## src/rtl/core/pwa_pkg.sv

```systemverilog
// Shared types and constants for the pulse width averager.
`default_nettype none

package pwa_pkg;

   // timer capture width used for edge arithmetic
   localparam int TIME_WIDTH  = 16;
   localparam int CMP_WIDTH   = (TIME_WIDTH > 16) ? TIME_WIDTH : 16;

   localparam int MODE_WIDTH  = 2;
   localparam int STAMP_WIDTH = 16;
   localparam int VALUE_WIDTH = 16;
   localparam int TOTAL_WIDTH = 32;
   localparam int COUNT_WIDTH = 16;

   // input mode codes
   localparam logic [MODE_WIDTH-1:0] MODE_RISE    = 2'd0;
   localparam logic [MODE_WIDTH-1:0] MODE_FALL    = 2'd1;
   localparam logic [MODE_WIDTH-1:0] MODE_AVERAGE = 2'd2;

   localparam logic [VALUE_WIDTH-1:0] INVALID_AVERAGE = 16'h8000;
   localparam logic [VALUE_WIDTH-1:0] MAX_GAP_RESET   = 16'd4000;

   // register file: one word, max_gap at word 0
   localparam int                     CSR_ADDR_WIDTH = 3;
   localparam int                     CSR_DATA_WIDTH = 32;
   localparam logic                   CSR_WORD_MAX_GAP = 1'b0;

   // queue between front and back
   localparam int QUEUE_DEPTH = 2;
   localparam int QPTR_WIDTH  = (QUEUE_DEPTH > 1) ? $clog2(QUEUE_DEPTH) : 1;
   localparam int QCNT_WIDTH  = $clog2(QUEUE_DEPTH + 1);

   // restoring divider: one quotient bit per cycle, may stall
   localparam int DIV_STEPS  = 16;
   localparam int STEP_WIDTH = $clog2(DIV_STEPS);

   typedef enum logic [1:0] {
      OP_RISE,
      OP_FALL,
      OP_AVERAGE,
      OP_NONE
   } op_type;

   typedef struct packed {
      op_type                 op;
      logic [TIME_WIDTH-1:0]  stamp;
   } entry_type;

   typedef enum logic {
      BE_IDLE,
      BE_DIVIDE
   } back_state_type;

   // back end control decisions for one cycle
   typedef struct packed {
      logic pop;
      logic div_start;
      logic div_advance;
      logic div_finish;
      logic load_out;
   } back_ctrl_type;

endpackage

`default_nettype wire

```

## src/rtl/core/pwa_req_if.sv

```systemverilog
// Input channel: timestamped edge or average request.
`default_nettype none

interface pwa_req_if;
   import pwa_pkg::*;

   logic                    valid;
   logic                    ready;
   logic [MODE_WIDTH-1:0]   mode;
   logic [STAMP_WIDTH-1:0]  event_time;

   modport source (output valid, output mode, output event_time, input ready);
   modport sink   (input valid, input mode, input event_time, output ready);
endinterface

`default_nettype wire

```

## src/rtl/core/pwa_rsp_if.sv

```systemverilog
// Result channel: average, gap, sample count and alarm.
`default_nettype none

interface pwa_rsp_if;
   import pwa_pkg::*;

   logic                    valid;
   logic                    ready;
   logic [VALUE_WIDTH-1:0]  range_value;
   logic [VALUE_WIDTH-1:0]  gap_value;
   logic [COUNT_WIDTH-1:0]  sample_count;
   logic                    gap_alarm;

   modport source (output valid, output range_value, output gap_value,
                   output sample_count, output gap_alarm, input ready);
   modport sink   (input valid, input range_value, input gap_value,
                   input sample_count, input gap_alarm, output ready);
endinterface

`default_nettype wire

```

## src/rtl/core/pwa_front.sv

```systemverilog
// Front end: accepts input items and classifies them into queue entries.
`default_nettype none

module pwa_front (
   pwa_req_if.sink              req_ch,
   input  wire logic            q_full,
   output logic                 q_push,
   output pwa_pkg::entry_type   q_entry
);
   import pwa_pkg::*;

   op_type op;

   always_comb begin
      case (req_ch.mode)
         MODE_RISE:    op = OP_RISE;
         MODE_FALL:    op = OP_FALL;
         MODE_AVERAGE: op = OP_AVERAGE;
         default:      op = OP_NONE;
      endcase
   end

   assign req_ch.ready  = !q_full;
   assign q_push        = req_ch.valid && !q_full;
   assign q_entry.op    = op;
   assign q_entry.stamp = TIME_WIDTH'(req_ch.event_time);

endmodule

`default_nettype wire

```

## src/rtl/core/pwa_queue.sv

```systemverilog
// Short FIFO of classified items between front and back.
`default_nettype none

module pwa_queue (
   input  wire logic                clock,
   input  wire logic                reset,
   input  wire logic                push,
   input  wire pwa_pkg::entry_type  push_entry,
   output logic                     full,
   input  wire logic                pop,
   output logic                     head_valid,
   output pwa_pkg::entry_type       head_entry
);
   import pwa_pkg::*;

   entry_type               slot_ff [QUEUE_DEPTH];
   logic [QPTR_WIDTH-1:0]   wr_ptr_ff, wr_ptr_in;
   logic [QPTR_WIDTH-1:0]   rd_ptr_ff, rd_ptr_in;
   logic [QCNT_WIDTH-1:0]   count_ff,  count_in;

   function automatic logic [QPTR_WIDTH-1:0] next_ptr(input logic [QPTR_WIDTH-1:0] p);
      if (p == QPTR_WIDTH'(QUEUE_DEPTH - 1))
         return '0;
      return p + 1'b1;
   endfunction

   assign full       = (count_ff == QCNT_WIDTH'(QUEUE_DEPTH));
   assign head_valid = (count_ff != '0);
   assign head_entry = slot_ff[rd_ptr_ff];

   always_comb begin
      wr_ptr_in = push ? next_ptr(wr_ptr_ff) : wr_ptr_ff;
      rd_ptr_in = pop  ? next_ptr(rd_ptr_ff) : rd_ptr_ff;
      count_in  = count_ff;
      if (push && !pop)
         count_in = count_ff + 1'b1;
      else if (pop && !push)
         count_in = count_ff - 1'b1;
   end

   always_ff @(posedge clock) begin
      if (reset) begin
         wr_ptr_ff <= '0;
         rd_ptr_ff <= '0;
         count_ff  <= '0;
      end else begin
         wr_ptr_ff <= wr_ptr_in;
         rd_ptr_ff <= rd_ptr_in;
         count_ff  <= count_in;
      end
   end

   always_ff @(posedge clock) begin
      if (push)
         slot_ff[wr_ptr_ff] <= push_entry;
   end

endmodule

`default_nettype wire

```

## src/rtl/core/pwa_back.sv

```systemverilog
// Back end: edge measurement, sums, serial divide and result register.
`default_nettype none

module pwa_back (
   input  wire logic                       clock,
   input  wire logic                       reset,
   input  wire logic [pwa_pkg::VALUE_WIDTH-1:0] max_gap,
   input  wire logic                       q_valid,
   input  wire pwa_pkg::entry_type         q_head,
   output logic                            q_pop,
   pwa_rsp_if.source                       rsp_ch
);
   import pwa_pkg::*;

   back_state_type            state_ff, state_in;
   back_ctrl_type             ctrl;

   logic [TIME_WIDTH-1:0]     rise_time_ff, rise_time_in;
   logic [TIME_WIDTH-1:0]     fall_time_ff, fall_time_in;
   logic [TIME_WIDTH-1:0]     gap_ff,       gap_in;
   logic [TOTAL_WIDTH-1:0]    live_total_ff, live_total_in;
   logic [COUNT_WIDTH-1:0]    live_count_ff, live_count_in;
   logic [TOTAL_WIDTH-1:0]    snap_total_ff, snap_total_in;
   logic [COUNT_WIDTH-1:0]    snap_count_ff, snap_count_in;
   logic [VALUE_WIDTH-1:0]    average_ff,   average_in;
   logic                      pending_ff,   pending_in;
   logic                      alarm_ff,     alarm_in;

   logic [COUNT_WIDTH-1:0]    rem_ff,  rem_in;
   logic [VALUE_WIDTH-1:0]    quot_ff, quot_in;
   logic [STEP_WIDTH-1:0]     step_ff, step_in;

   logic                      rsp_valid_ff, rsp_valid_in;
   logic [VALUE_WIDTH-1:0]    rsp_range_ff, rsp_gap_ff;
   logic [COUNT_WIDTH-1:0]    rsp_count_ff;
   logic                      rsp_alarm_ff;

   logic                      out_free;
   logic                      avg_invalid;
   logic                      last_step;
   logic [COUNT_WIDTH:0]      trial;
   logic [COUNT_WIDTH:0]      trial_diff;
   logic                      qbit;
   logic [TIME_WIDTH-1:0]     pulse_width;
   logic [TOTAL_WIDTH-1:0]    base_total;
   logic [COUNT_WIDTH-1:0]    base_count;

   assign out_free    = !rsp_valid_ff || rsp_ch.ready;
   assign avg_invalid = (snap_count_ff == '0) ||
                        (snap_total_ff[TOTAL_WIDTH-1 -: COUNT_WIDTH] >= snap_count_ff);
   assign last_step   = (step_ff == STEP_WIDTH'(DIV_STEPS - 1));

   // one restoring divide step
   assign trial      = {rem_ff, quot_ff[VALUE_WIDTH-1]};
   assign trial_diff = trial - {1'b0, snap_count_ff};
   assign qbit       = (trial >= {1'b0, snap_count_ff});

   // next state
   always_comb begin
      state_in = state_ff;
      case (state_ff)
         BE_IDLE: begin
            if (q_valid && out_free && q_head.op == OP_AVERAGE && !avg_invalid)
               state_in = BE_DIVIDE;
         end
         BE_DIVIDE: begin
            if (last_step && out_free)
               state_in = BE_IDLE;
         end
         default: state_in = BE_IDLE;
      endcase
   end

   // control outputs
   always_comb begin
      ctrl = '0;
      case (state_ff)
         BE_IDLE: begin
            ctrl.pop       = q_valid && out_free;
            ctrl.div_start = ctrl.pop && q_head.op == OP_AVERAGE && !avg_invalid;
            ctrl.load_out  = ctrl.pop && !ctrl.div_start;
         end
         BE_DIVIDE: begin
            ctrl.div_advance = !last_step || out_free;
            ctrl.div_finish  = last_step && out_free;
            ctrl.load_out    = ctrl.div_finish;
         end
         default: ctrl = '0;
      endcase
   end

   assign q_pop = ctrl.pop;

   // datapath next values
   always_comb begin
      rise_time_in  = rise_time_ff;
      fall_time_in  = fall_time_ff;
      gap_in        = gap_ff;
      live_total_in = live_total_ff;
      live_count_in = live_count_ff;
      snap_total_in = snap_total_ff;
      snap_count_in = snap_count_ff;
      average_in    = average_ff;
      pending_in    = pending_ff;
      alarm_in      = alarm_ff;
      rem_in        = rem_ff;
      quot_in       = quot_ff;
      step_in       = step_ff;
      pulse_width   = q_head.stamp - rise_time_ff;
      base_total    = live_total_ff;
      base_count    = live_count_ff;

      if (ctrl.pop && (q_head.op == OP_RISE || q_head.op == OP_FALL)) begin
         // an armed snapshot is taken ahead of the edge
         if (pending_ff) begin
            snap_total_in = live_total_ff;
            snap_count_in = live_count_ff;
            base_total    = '0;
            base_count    = '0;
            pending_in    = 1'b0;
         end
         live_total_in = base_total;
         live_count_in = base_count;
         if (q_head.op == OP_RISE) begin
            rise_time_in = q_head.stamp;
            gap_in       = q_head.stamp - fall_time_ff;
         end else begin
            fall_time_in = q_head.stamp;
            if (CMP_WIDTH'(gap_ff) > CMP_WIDTH'(max_gap)) begin
               alarm_in = 1'b1;
            end else begin
               alarm_in      = 1'b0;
               live_count_in = base_count + 1'b1;
               live_total_in = base_total + TOTAL_WIDTH'(pulse_width);
            end
         end
      end

      if (ctrl.pop && q_head.op == OP_AVERAGE) begin
         if (avg_invalid) begin
            average_in = INVALID_AVERAGE;
            pending_in = 1'b1;
         end else begin
            rem_in  = snap_total_ff[TOTAL_WIDTH-1 -: COUNT_WIDTH];
            quot_in = snap_total_ff[VALUE_WIDTH-1:0];
            step_in = '0;
         end
      end

      if (ctrl.div_advance) begin
         rem_in  = qbit ? trial_diff[COUNT_WIDTH-1:0] : trial[COUNT_WIDTH-1:0];
         quot_in = {quot_ff[VALUE_WIDTH-2:0], qbit};
         step_in = step_ff + 1'b1;
      end

      if (ctrl.div_finish) begin
         average_in = {quot_ff[VALUE_WIDTH-2:0], qbit};
         pending_in = 1'b1;
      end
   end

   always_comb begin
      rsp_valid_in = rsp_valid_ff;
      if (ctrl.load_out)
         rsp_valid_in = 1'b1;
      else if (rsp_ch.ready)
         rsp_valid_in = 1'b0;
   end

   always_ff @(posedge clock) begin
      if (reset) begin
         state_ff      <= BE_IDLE;
         rise_time_ff  <= '0;
         fall_time_ff  <= '0;
         gap_ff        <= '0;
         live_total_ff <= '0;
         live_count_ff <= '0;
         snap_total_ff <= '0;
         snap_count_ff <= '0;
         average_ff    <= '0;
         pending_ff    <= 1'b0;
         alarm_ff      <= 1'b0;
         rsp_valid_ff  <= 1'b0;
      end else begin
         state_ff      <= state_in;
         rise_time_ff  <= rise_time_in;
         fall_time_ff  <= fall_time_in;
         gap_ff        <= gap_in;
         live_total_ff <= live_total_in;
         live_count_ff <= live_count_in;
         snap_total_ff <= snap_total_in;
         snap_count_ff <= snap_count_in;
         average_ff    <= average_in;
         pending_ff    <= pending_in;
         alarm_ff      <= alarm_in;
         rsp_valid_ff  <= rsp_valid_in;
      end
   end

   // divider and result payload
   always_ff @(posedge clock) begin
      rem_ff  <= rem_in;
      quot_ff <= quot_in;
      step_ff <= step_in;
      if (ctrl.load_out) begin
         rsp_range_ff <= average_in;
         rsp_gap_ff   <= VALUE_WIDTH'(gap_in);
         rsp_count_ff <= snap_count_in;
         rsp_alarm_ff <= alarm_in;
      end
   end

   assign rsp_ch.valid        = rsp_valid_ff;
   assign rsp_ch.range_value  = rsp_range_ff;
   assign rsp_ch.gap_value    = rsp_gap_ff;
   assign rsp_ch.sample_count = rsp_count_ff;
   assign rsp_ch.gap_alarm    = rsp_alarm_ff;

endmodule

`default_nettype wire

```

## src/rtl/core/pulse_width_averager.sv

```systemverilog
// Top level of the pulse width averager: channels, CSR port, front, queue, back.
//
// Usage:
//  - req_ch carries one item per handshake: mode 0 rising edge, 1 falling edge,
//    2 average request (3 no-op, still answered), event_time the timer capture.
//  - Every accepted item yields exactly one item on rsp_ch: the averaged width
//    (32768 when empty or out of range), latest gap, snapshot count and alarm.
//  - max_gap is written through the APB-style csr_ port at byte address 0;
//    change it only while the block is idle.
//  - Path: an edge passes the queue and is loaded into the result register. An
//    average request runs the 16-step serial divider, one quotient bit per
//    cycle, the last bit waiting for a free result register; empty or
//    overflowing averages take the edge path. Edges flow one per cycle while the
//    receiver takes results; an average holds the back end while it divides.
//  - A two-entry queue keeps req_ch ready while a result waits on a stalled
//    receiver; req_ch drops ready only when the queue is full.
//  - Reset is synchronous: sums, times, snapshot, queue and result valid flag
//    clear, and max_gap returns to 4000.
`default_nettype none

module pulse_width_averager (
   input  wire logic                                clock,
   input  wire logic                                reset,
   pwa_req_if.sink                                  req_ch,
   pwa_rsp_if.source                                rsp_ch,
   input  wire logic                                csr_psel,
   input  wire logic                                csr_penable,
   input  wire logic                                csr_pwrite,
   input  wire logic [pwa_pkg::CSR_ADDR_WIDTH-1:0]  csr_paddr,
   input  wire logic [pwa_pkg::CSR_DATA_WIDTH-1:0]  csr_pwdata,
   output logic      [pwa_pkg::CSR_DATA_WIDTH-1:0]  csr_prdata,
   output logic                                     csr_pready
);
   import pwa_pkg::*;

   logic [VALUE_WIDTH-1:0]  max_gap_ff, max_gap_in;
   logic                    csr_write;
   logic                    csr_hit;

   logic                    q_push;
   logic                    q_full;
   logic                    q_pop;
   logic                    q_valid;
   entry_type               q_entry;
   entry_type               q_head;

   // CSR: single word, max_gap in the low half
   assign csr_pready = 1'b1;
   assign csr_hit    = (csr_paddr[CSR_ADDR_WIDTH-1] == CSR_WORD_MAX_GAP);
   assign csr_write  = csr_psel && csr_penable && csr_pwrite && csr_pready;

   always_comb begin
      max_gap_in = max_gap_ff;
      if (csr_write && csr_hit)
         max_gap_in = csr_pwdata[VALUE_WIDTH-1:0];
   end

   always_comb begin
      csr_prdata = '0;
      if (csr_hit)
         csr_prdata = CSR_DATA_WIDTH'(max_gap_ff);
   end

   always_ff @(posedge clock) begin
      if (reset) begin
         max_gap_ff <= MAX_GAP_RESET;
      end else begin
         max_gap_ff <= max_gap_in;
      end
   end

   // front end: accept and classify
   pwa_front u_front (
      .req_ch  (req_ch),
      .q_full  (q_full),
      .q_push  (q_push),
      .q_entry (q_entry)
   );

   // decoupling queue
   pwa_queue u_queue (
      .clock      (clock),
      .reset      (reset),
      .push       (q_push),
      .push_entry (q_entry),
      .full       (q_full),
      .pop        (q_pop),
      .head_valid (q_valid),
      .head_entry (q_head)
   );

   // back end: measure, accumulate, divide, respond
   pwa_back u_back (
      .clock   (clock),
      .reset   (reset),
      .max_gap (max_gap_ff),
      .q_valid (q_valid),
      .q_head  (q_head),
      .q_pop   (q_pop),
      .rsp_ch  (rsp_ch)
   );

endmodule

`default_nettype wire
```

## src/flat_wrapper.sv

```systemverilog
// flat-port wrapper written by rule: the top's interface ports become plain ports
module pulse_width_averager_flat import pwa_pkg::*;
  (clock, reset, csr_psel, csr_penable, csr_pwrite, csr_paddr, csr_pwdata, csr_prdata, csr_pready, req_ch_valid, req_ch_mode, req_ch_event_time, req_ch_ready, rsp_ch_valid, rsp_ch_range_value, rsp_ch_gap_value, rsp_ch_sample_count, rsp_ch_gap_alarm, rsp_ch_ready);
  pwa_req_if req_ch_i ();
  pwa_rsp_if rsp_ch_i ();
  input  wire logic clock;
  input  wire logic reset;
  input  wire logic csr_psel;
  input  wire logic csr_penable;
  input  wire logic csr_pwrite;
  input  wire logic [pwa_pkg::CSR_ADDR_WIDTH-1:0] csr_paddr;
  input  wire logic [pwa_pkg::CSR_DATA_WIDTH-1:0] csr_pwdata;
  output logic      [pwa_pkg::CSR_DATA_WIDTH-1:0] csr_prdata;
  output logic csr_pready;
  input wire logic [$bits(req_ch_i.valid)-1:0] req_ch_valid;
  input wire logic [$bits(req_ch_i.mode)-1:0] req_ch_mode;
  input wire logic [$bits(req_ch_i.event_time)-1:0] req_ch_event_time;
  output wire logic [$bits(req_ch_i.ready)-1:0] req_ch_ready;
  output wire logic [$bits(rsp_ch_i.valid)-1:0] rsp_ch_valid;
  output wire logic [$bits(rsp_ch_i.range_value)-1:0] rsp_ch_range_value;
  output wire logic [$bits(rsp_ch_i.gap_value)-1:0] rsp_ch_gap_value;
  output wire logic [$bits(rsp_ch_i.sample_count)-1:0] rsp_ch_sample_count;
  output wire logic [$bits(rsp_ch_i.gap_alarm)-1:0] rsp_ch_gap_alarm;
  input wire logic [$bits(rsp_ch_i.ready)-1:0] rsp_ch_ready;
  assign req_ch_i.valid = req_ch_valid;
  assign req_ch_i.mode = req_ch_mode;
  assign req_ch_i.event_time = req_ch_event_time;
  assign req_ch_ready = req_ch_i.ready;
  assign rsp_ch_valid = rsp_ch_i.valid;
  assign rsp_ch_range_value = rsp_ch_i.range_value;
  assign rsp_ch_gap_value = rsp_ch_i.gap_value;
  assign rsp_ch_sample_count = rsp_ch_i.sample_count;
  assign rsp_ch_gap_alarm = rsp_ch_i.gap_alarm;
  assign rsp_ch_i.ready = rsp_ch_ready;
  pulse_width_averager u_core (.clock(clock), .reset(reset), .req_ch(req_ch_i), .rsp_ch(rsp_ch_i), .csr_psel(csr_psel), .csr_penable(csr_penable), .csr_pwrite(csr_pwrite), .csr_paddr(csr_paddr), .csr_pwdata(csr_pwdata), .csr_prdata(csr_prdata), .csr_pready(csr_pready));
endmodule
```

## config.mk

```make
export PLATFORM = sky130hd
export DESIGN_NAME = pulse_width_averager_flat
export DESIGN_NICKNAME = d
export VERILOG_FILES = /design/src/rtl/core/pwa_pkg.sv /design/src/rtl/core/pwa_req_if.sv /design/src/rtl/core/pwa_rsp_if.sv /design/src/rtl/core/pwa_front.sv /design/src/rtl/core/pwa_queue.sv /design/src/rtl/core/pwa_back.sv /design/src/rtl/core/pulse_width_averager.sv /design/src/flat_wrapper.sv
export SDC_FILE = /design/constraint.sdc
export NUM_CORES = 1
export LEC_CHECK = 0
export ABC_AREA = 1
export BUFFER_PORTS_ARGS = -buffer_cell sky130_fd_sc_hd__clkbuf_2
export CORE_MARGIN = 4
export CORE_UTILIZATION = 54
export DETAILED_ROUTE_END_ITERATION = 8
export PLACE_DENSITY = 0.73
export SLEW_MARGIN = 0
export SYNTH_ARGS = -nofsm -noshare
export SYNTH_HDL_FRONTEND = slang
export SYNTH_SLANG_ARGS = --single-unit
export TNS_END_PERCENT = 50
```

## constraint.sdc

```tcl
create_clock -name clock -period 10.05 [get_ports clock]
set_input_delay 1.005 -clock clock [delete_from_list [all_inputs] [get_ports clock]]
set_output_delay 1.005 -clock clock [all_outputs]
set_load 0.03 [all_outputs]
```

==> results.md <==
* YS warnings at 0
* First-pass GRT wire length at 66500 um
* Dominant synthesized flop cell: dfxtp_1
* Max reg flops at 36
* CTS tree: built
* R2r endpoint: u_core.u_back.live_total_ff[27]$_SDFFE_PP0P_
* Mean area per synthesized cell at 7.60 um2
* CP arrival at 5.37 ns
* Mapped Area at 0.0171 mm2
* Startpoint Class: flop
* CTS Buf Count at 34
* Maximum VDD drop at 0.156 mV
* HPWL Detailed at 30100 um
* Pwr dens at 310 mW/mm2
* Synth Area in Compound Gates at 11.7%
* # rows at 64
* Area delta synth->final at 9.86%
* Die Ht at 186 um
* Vias in the first global route at 13200
* Status: finished clean
* Setup Buffers After CTS at 0
* Drt via density at 5.35
* Fraction of registers with async set/reset at 0%
* Final hold violation count at 0
* Post-synthesis mux area share at 0.915%
* Number of H-tree levels at 2
* Root buf cell: clkbuf_16
* Overflow after GRT at 0
* Setup TNS Final at 0 ns
* # IOs at 144
* Hold WC Path Type: reg -> reg
* FF+latch count, synth at 306
* Gpl congestion at 0.950
* CTS Hold Buffers Added at 0
* Gate count after technology mapping at 2251
* Worst-Skew Late Latency at 0.53 ns
* Synth unique cells at 49
* Largest net degree at the start of global routing at 93
* Number of DRC markers in iteration 0 at 1013
* Fmax at 0.203 GHz
* Crit path max-delay family: simple AND/OR/NAND/NOR gates
* Yosys top cell by area: dfxtp_1
* R2R Setup Slk at 5.14 ns
* Antenna Nets Post-Route at 0
* Xor and xnor fraction of the mapped netlist area at 2.05%
* RSZ-0062 raised after global routing: no
* DRC at 0
* Post-Route WL at 41500 um
* Slowest-stage cell, CP: dfxtp_1
* Adder-cell area share of the yosys netlist at 7.64%
* CTS resizes at 0
* Max clock buf depth at 3
* Die W at 186 um
* Fin util at 60.8%
* Register area share after synthesis at 42.9%
* Gr usage total at 23.5%
* Initial antenna violation count at 0
* Final setup violation count at 0
* Actual slew at the worst max-slew pin at 1.26 ns
* Critical path endpoint category: flop
* Max-Slew Margin vs Limit at 15.9%
* Hold Startpoint: u_core.u_back.snap_total_ff[15]$_SDFFE_PP0P_
* Final nets at 2482
* Fin crit period at 4.91 ns
* Top cells by area, synth: dfxtp_1, edfxtp_1, nand2_1
* Chain of cells forming the critical path: mux2i_1 > ha_1 > inv_1 > fa_1 > nand2_1 > nand2_1 > o21ai_0 > o21ai_0 > a21o_1 > nand3_1 > nand2_1 > xor2_1 > ha_1 > nand2_1 > nor2_1 > inv_1 > nor2_1 > nand3_1 > nand3_1 > nand4_1 > nand2_1 > nand2_1 > nor2_1
* Biggest register: u_core.u_queue.slot_ff
* Hold EP: u_core.u_back.snap_total_ff[15]$_SDFFE_PP0P_
* Pre-Repair DR Iteration Count at 7
* Layout cell share with drive strength beyond 1 at 9.77%
* Reg2Reg Depth at 23
* Crit share post-route at 48.9%
* WL/cell at 15.1 um
* Port bufs at 108
* Synth top area share at 21.7%
* Clock Skew at 0.0194 ns
* Initial Utilization at 55.3%
* # diodes at 0
* Max incr delay on CP at 0.98 ns
* Pleak at 8.51 nW
* Cell mode on critical path: nand2_1
* Number of synthesized flops with an enable pin at 121
* Hold depth at 2
* Worst Setup Path Type: reg -> reg
* DIE AREA at 0.0346 mm2
* Largest regs: u_core.u_queue.slot_ff x36, u_core.u_back.live_total_ff x32, u_core.u_back.snap_total_ff x32
* Worst EP required at 10.51 ns
* Worst Path Buf+Inv at 2
* Pins Over Slew Limit at 0
* CTS Sinks at 306
* Clock transition at path regs at 0.06 ns
* Max Cap Viol at 0
* Largest family of logic cells by synthesized area: simple AND/OR/NAND/NOR gates
* Worst-path fanout max at 22
* Simple-gate portion of the synthesized area at 24.4%
* Via count at 14700
* Core area at 0.0309 mm2
==> logic make-up (layout without fill, tap and decap cells) <==
kind of cell	after synthesis	in the layout
simple gates	995	995
buf+inv	421	499
compound gates	371	371
flops	306	306
fa+ha+maj	102	102
xor+xnor	40	40
mux	14	14
other cells	2	17
==> worst max path at each step <==
stage	from	to	slack, ns	depth (start not counted)
final	flop	u_core.u_back.live_total_ff[27]$_SDFFE_PP0P_	5.14	23
after global routing	flop	u_core.u_back.live_total_ff[27]$_SDFFE_PP0P_	4.69	23
after CTS	flop	u_core.u_back.live_total_ff[27]$_SDFFE_PP0P_	5.12	23
after detailed placement	flop	u_core.u_back.live_total_ff[27]$_SDFFE_PP0P_	5.15	23
after global placement	flop	u_core.u_back.live_total_ff[27]$_SDFFE_PP0P_	5.20	23
after floorplan	flop	u_core.u_back.live_total_ff[27]$_SDFFE_PP0P_	6.20	24
==> layer usage <==
metal | wire length (um) | GRT usage (%) | vias up
met3 | 2610 | 3.46 | 55
met4 | 707 | 5.48 | 0
met1 | 20100 | 35.0 | 6744
met2 | 18100 | 36.2 | 433
met5 | 0 | 0 | -
li1 | - | - | 7432
==> tightest hold or removal path, stage by stage, from the launching register on <==
cell	delay [ns]
dfxtp_1	0.29
inv_1	0.06
a21oi_1	0.05
==> Yosys cell counts, types with 6 or more instances <==
cell type / n
nand3_1: 166
clkbuf_1: 39
xnor2_1: 14
buf_4: 19
dfxtp_1: 185
nand4_1: 23
o211ai_1: 6
inv_1: 313
or2_2: 6
xor2_1: 26
buf_2: 24
nand2_2: 6
a21o_1: 7
ha_1: 98
buf_6: 12
mux2_2: 13
nor2_1: 239
a21oi_1: 180
edfxtp_1: 121
nor3_1: 32
nand2_1: 504
o21ai_0: 138
nand3b_1: 6
a21oi_2: 17
inv_2: 6
==> stage by stage <==
step | power [mW] | setup WS (ns) | cells | cell area (um2) | hold slack [ns]
after global placement | 4.54 | 5.20 | 2680 | 17700 | 0.436
after global routing | 6.26 | 4.69 | 2740 | 18800 | 0.466
final | 5.82 | 5.14 | 2740 | 18800 | 0.449
after floorplan | 3.92 | 6.20 | 2266 | 17200 | 0.425
after detailed placement | 4.60 | 5.15 | 2680 | 17700 | 0.445
after CTS | 5.81 | 5.12 | 2740 | 18800 | 0.453
==> final cells by class <==
class / instances / area [um2]
clock buffer: 48 / 933
fill: 2818 / 12100
multi-input combinational: 1539 / 8060
tap: 396 / 495
timing repair buffer: 116 / 601
clock inverter: 12 / 141
inverter: 323 / 1210
sequential: 306 / 7340
==> cells in the final DEF (no fill, tap or decap), types with 8 or more instances in the layout <==
master and instances:
a21oi_1 179, a21oi_2 17, buf_4 8, clkbuf_1 11
clkbuf_16 34, clkbuf_2 108, conb_1 17, dfxtp_1 185
edfxtp_1 121, ha_1 98, inv_1 313, mux2_2 13
nand2_1 503, nand3_1 166, nand4_1 23, nor2_1 239
nor3_1 32, o21ai_0 138, xnor2_1 14, xor2_1 26
==> power by group <==
group	total (mW)	internal, mW	switching (mW)
clock network	1.19	0.685	0.507
logic	2.86	0.882	1.98
registers	1.77	1.63	0.140
No activity file was read; power rests on OpenSTA's default activity.
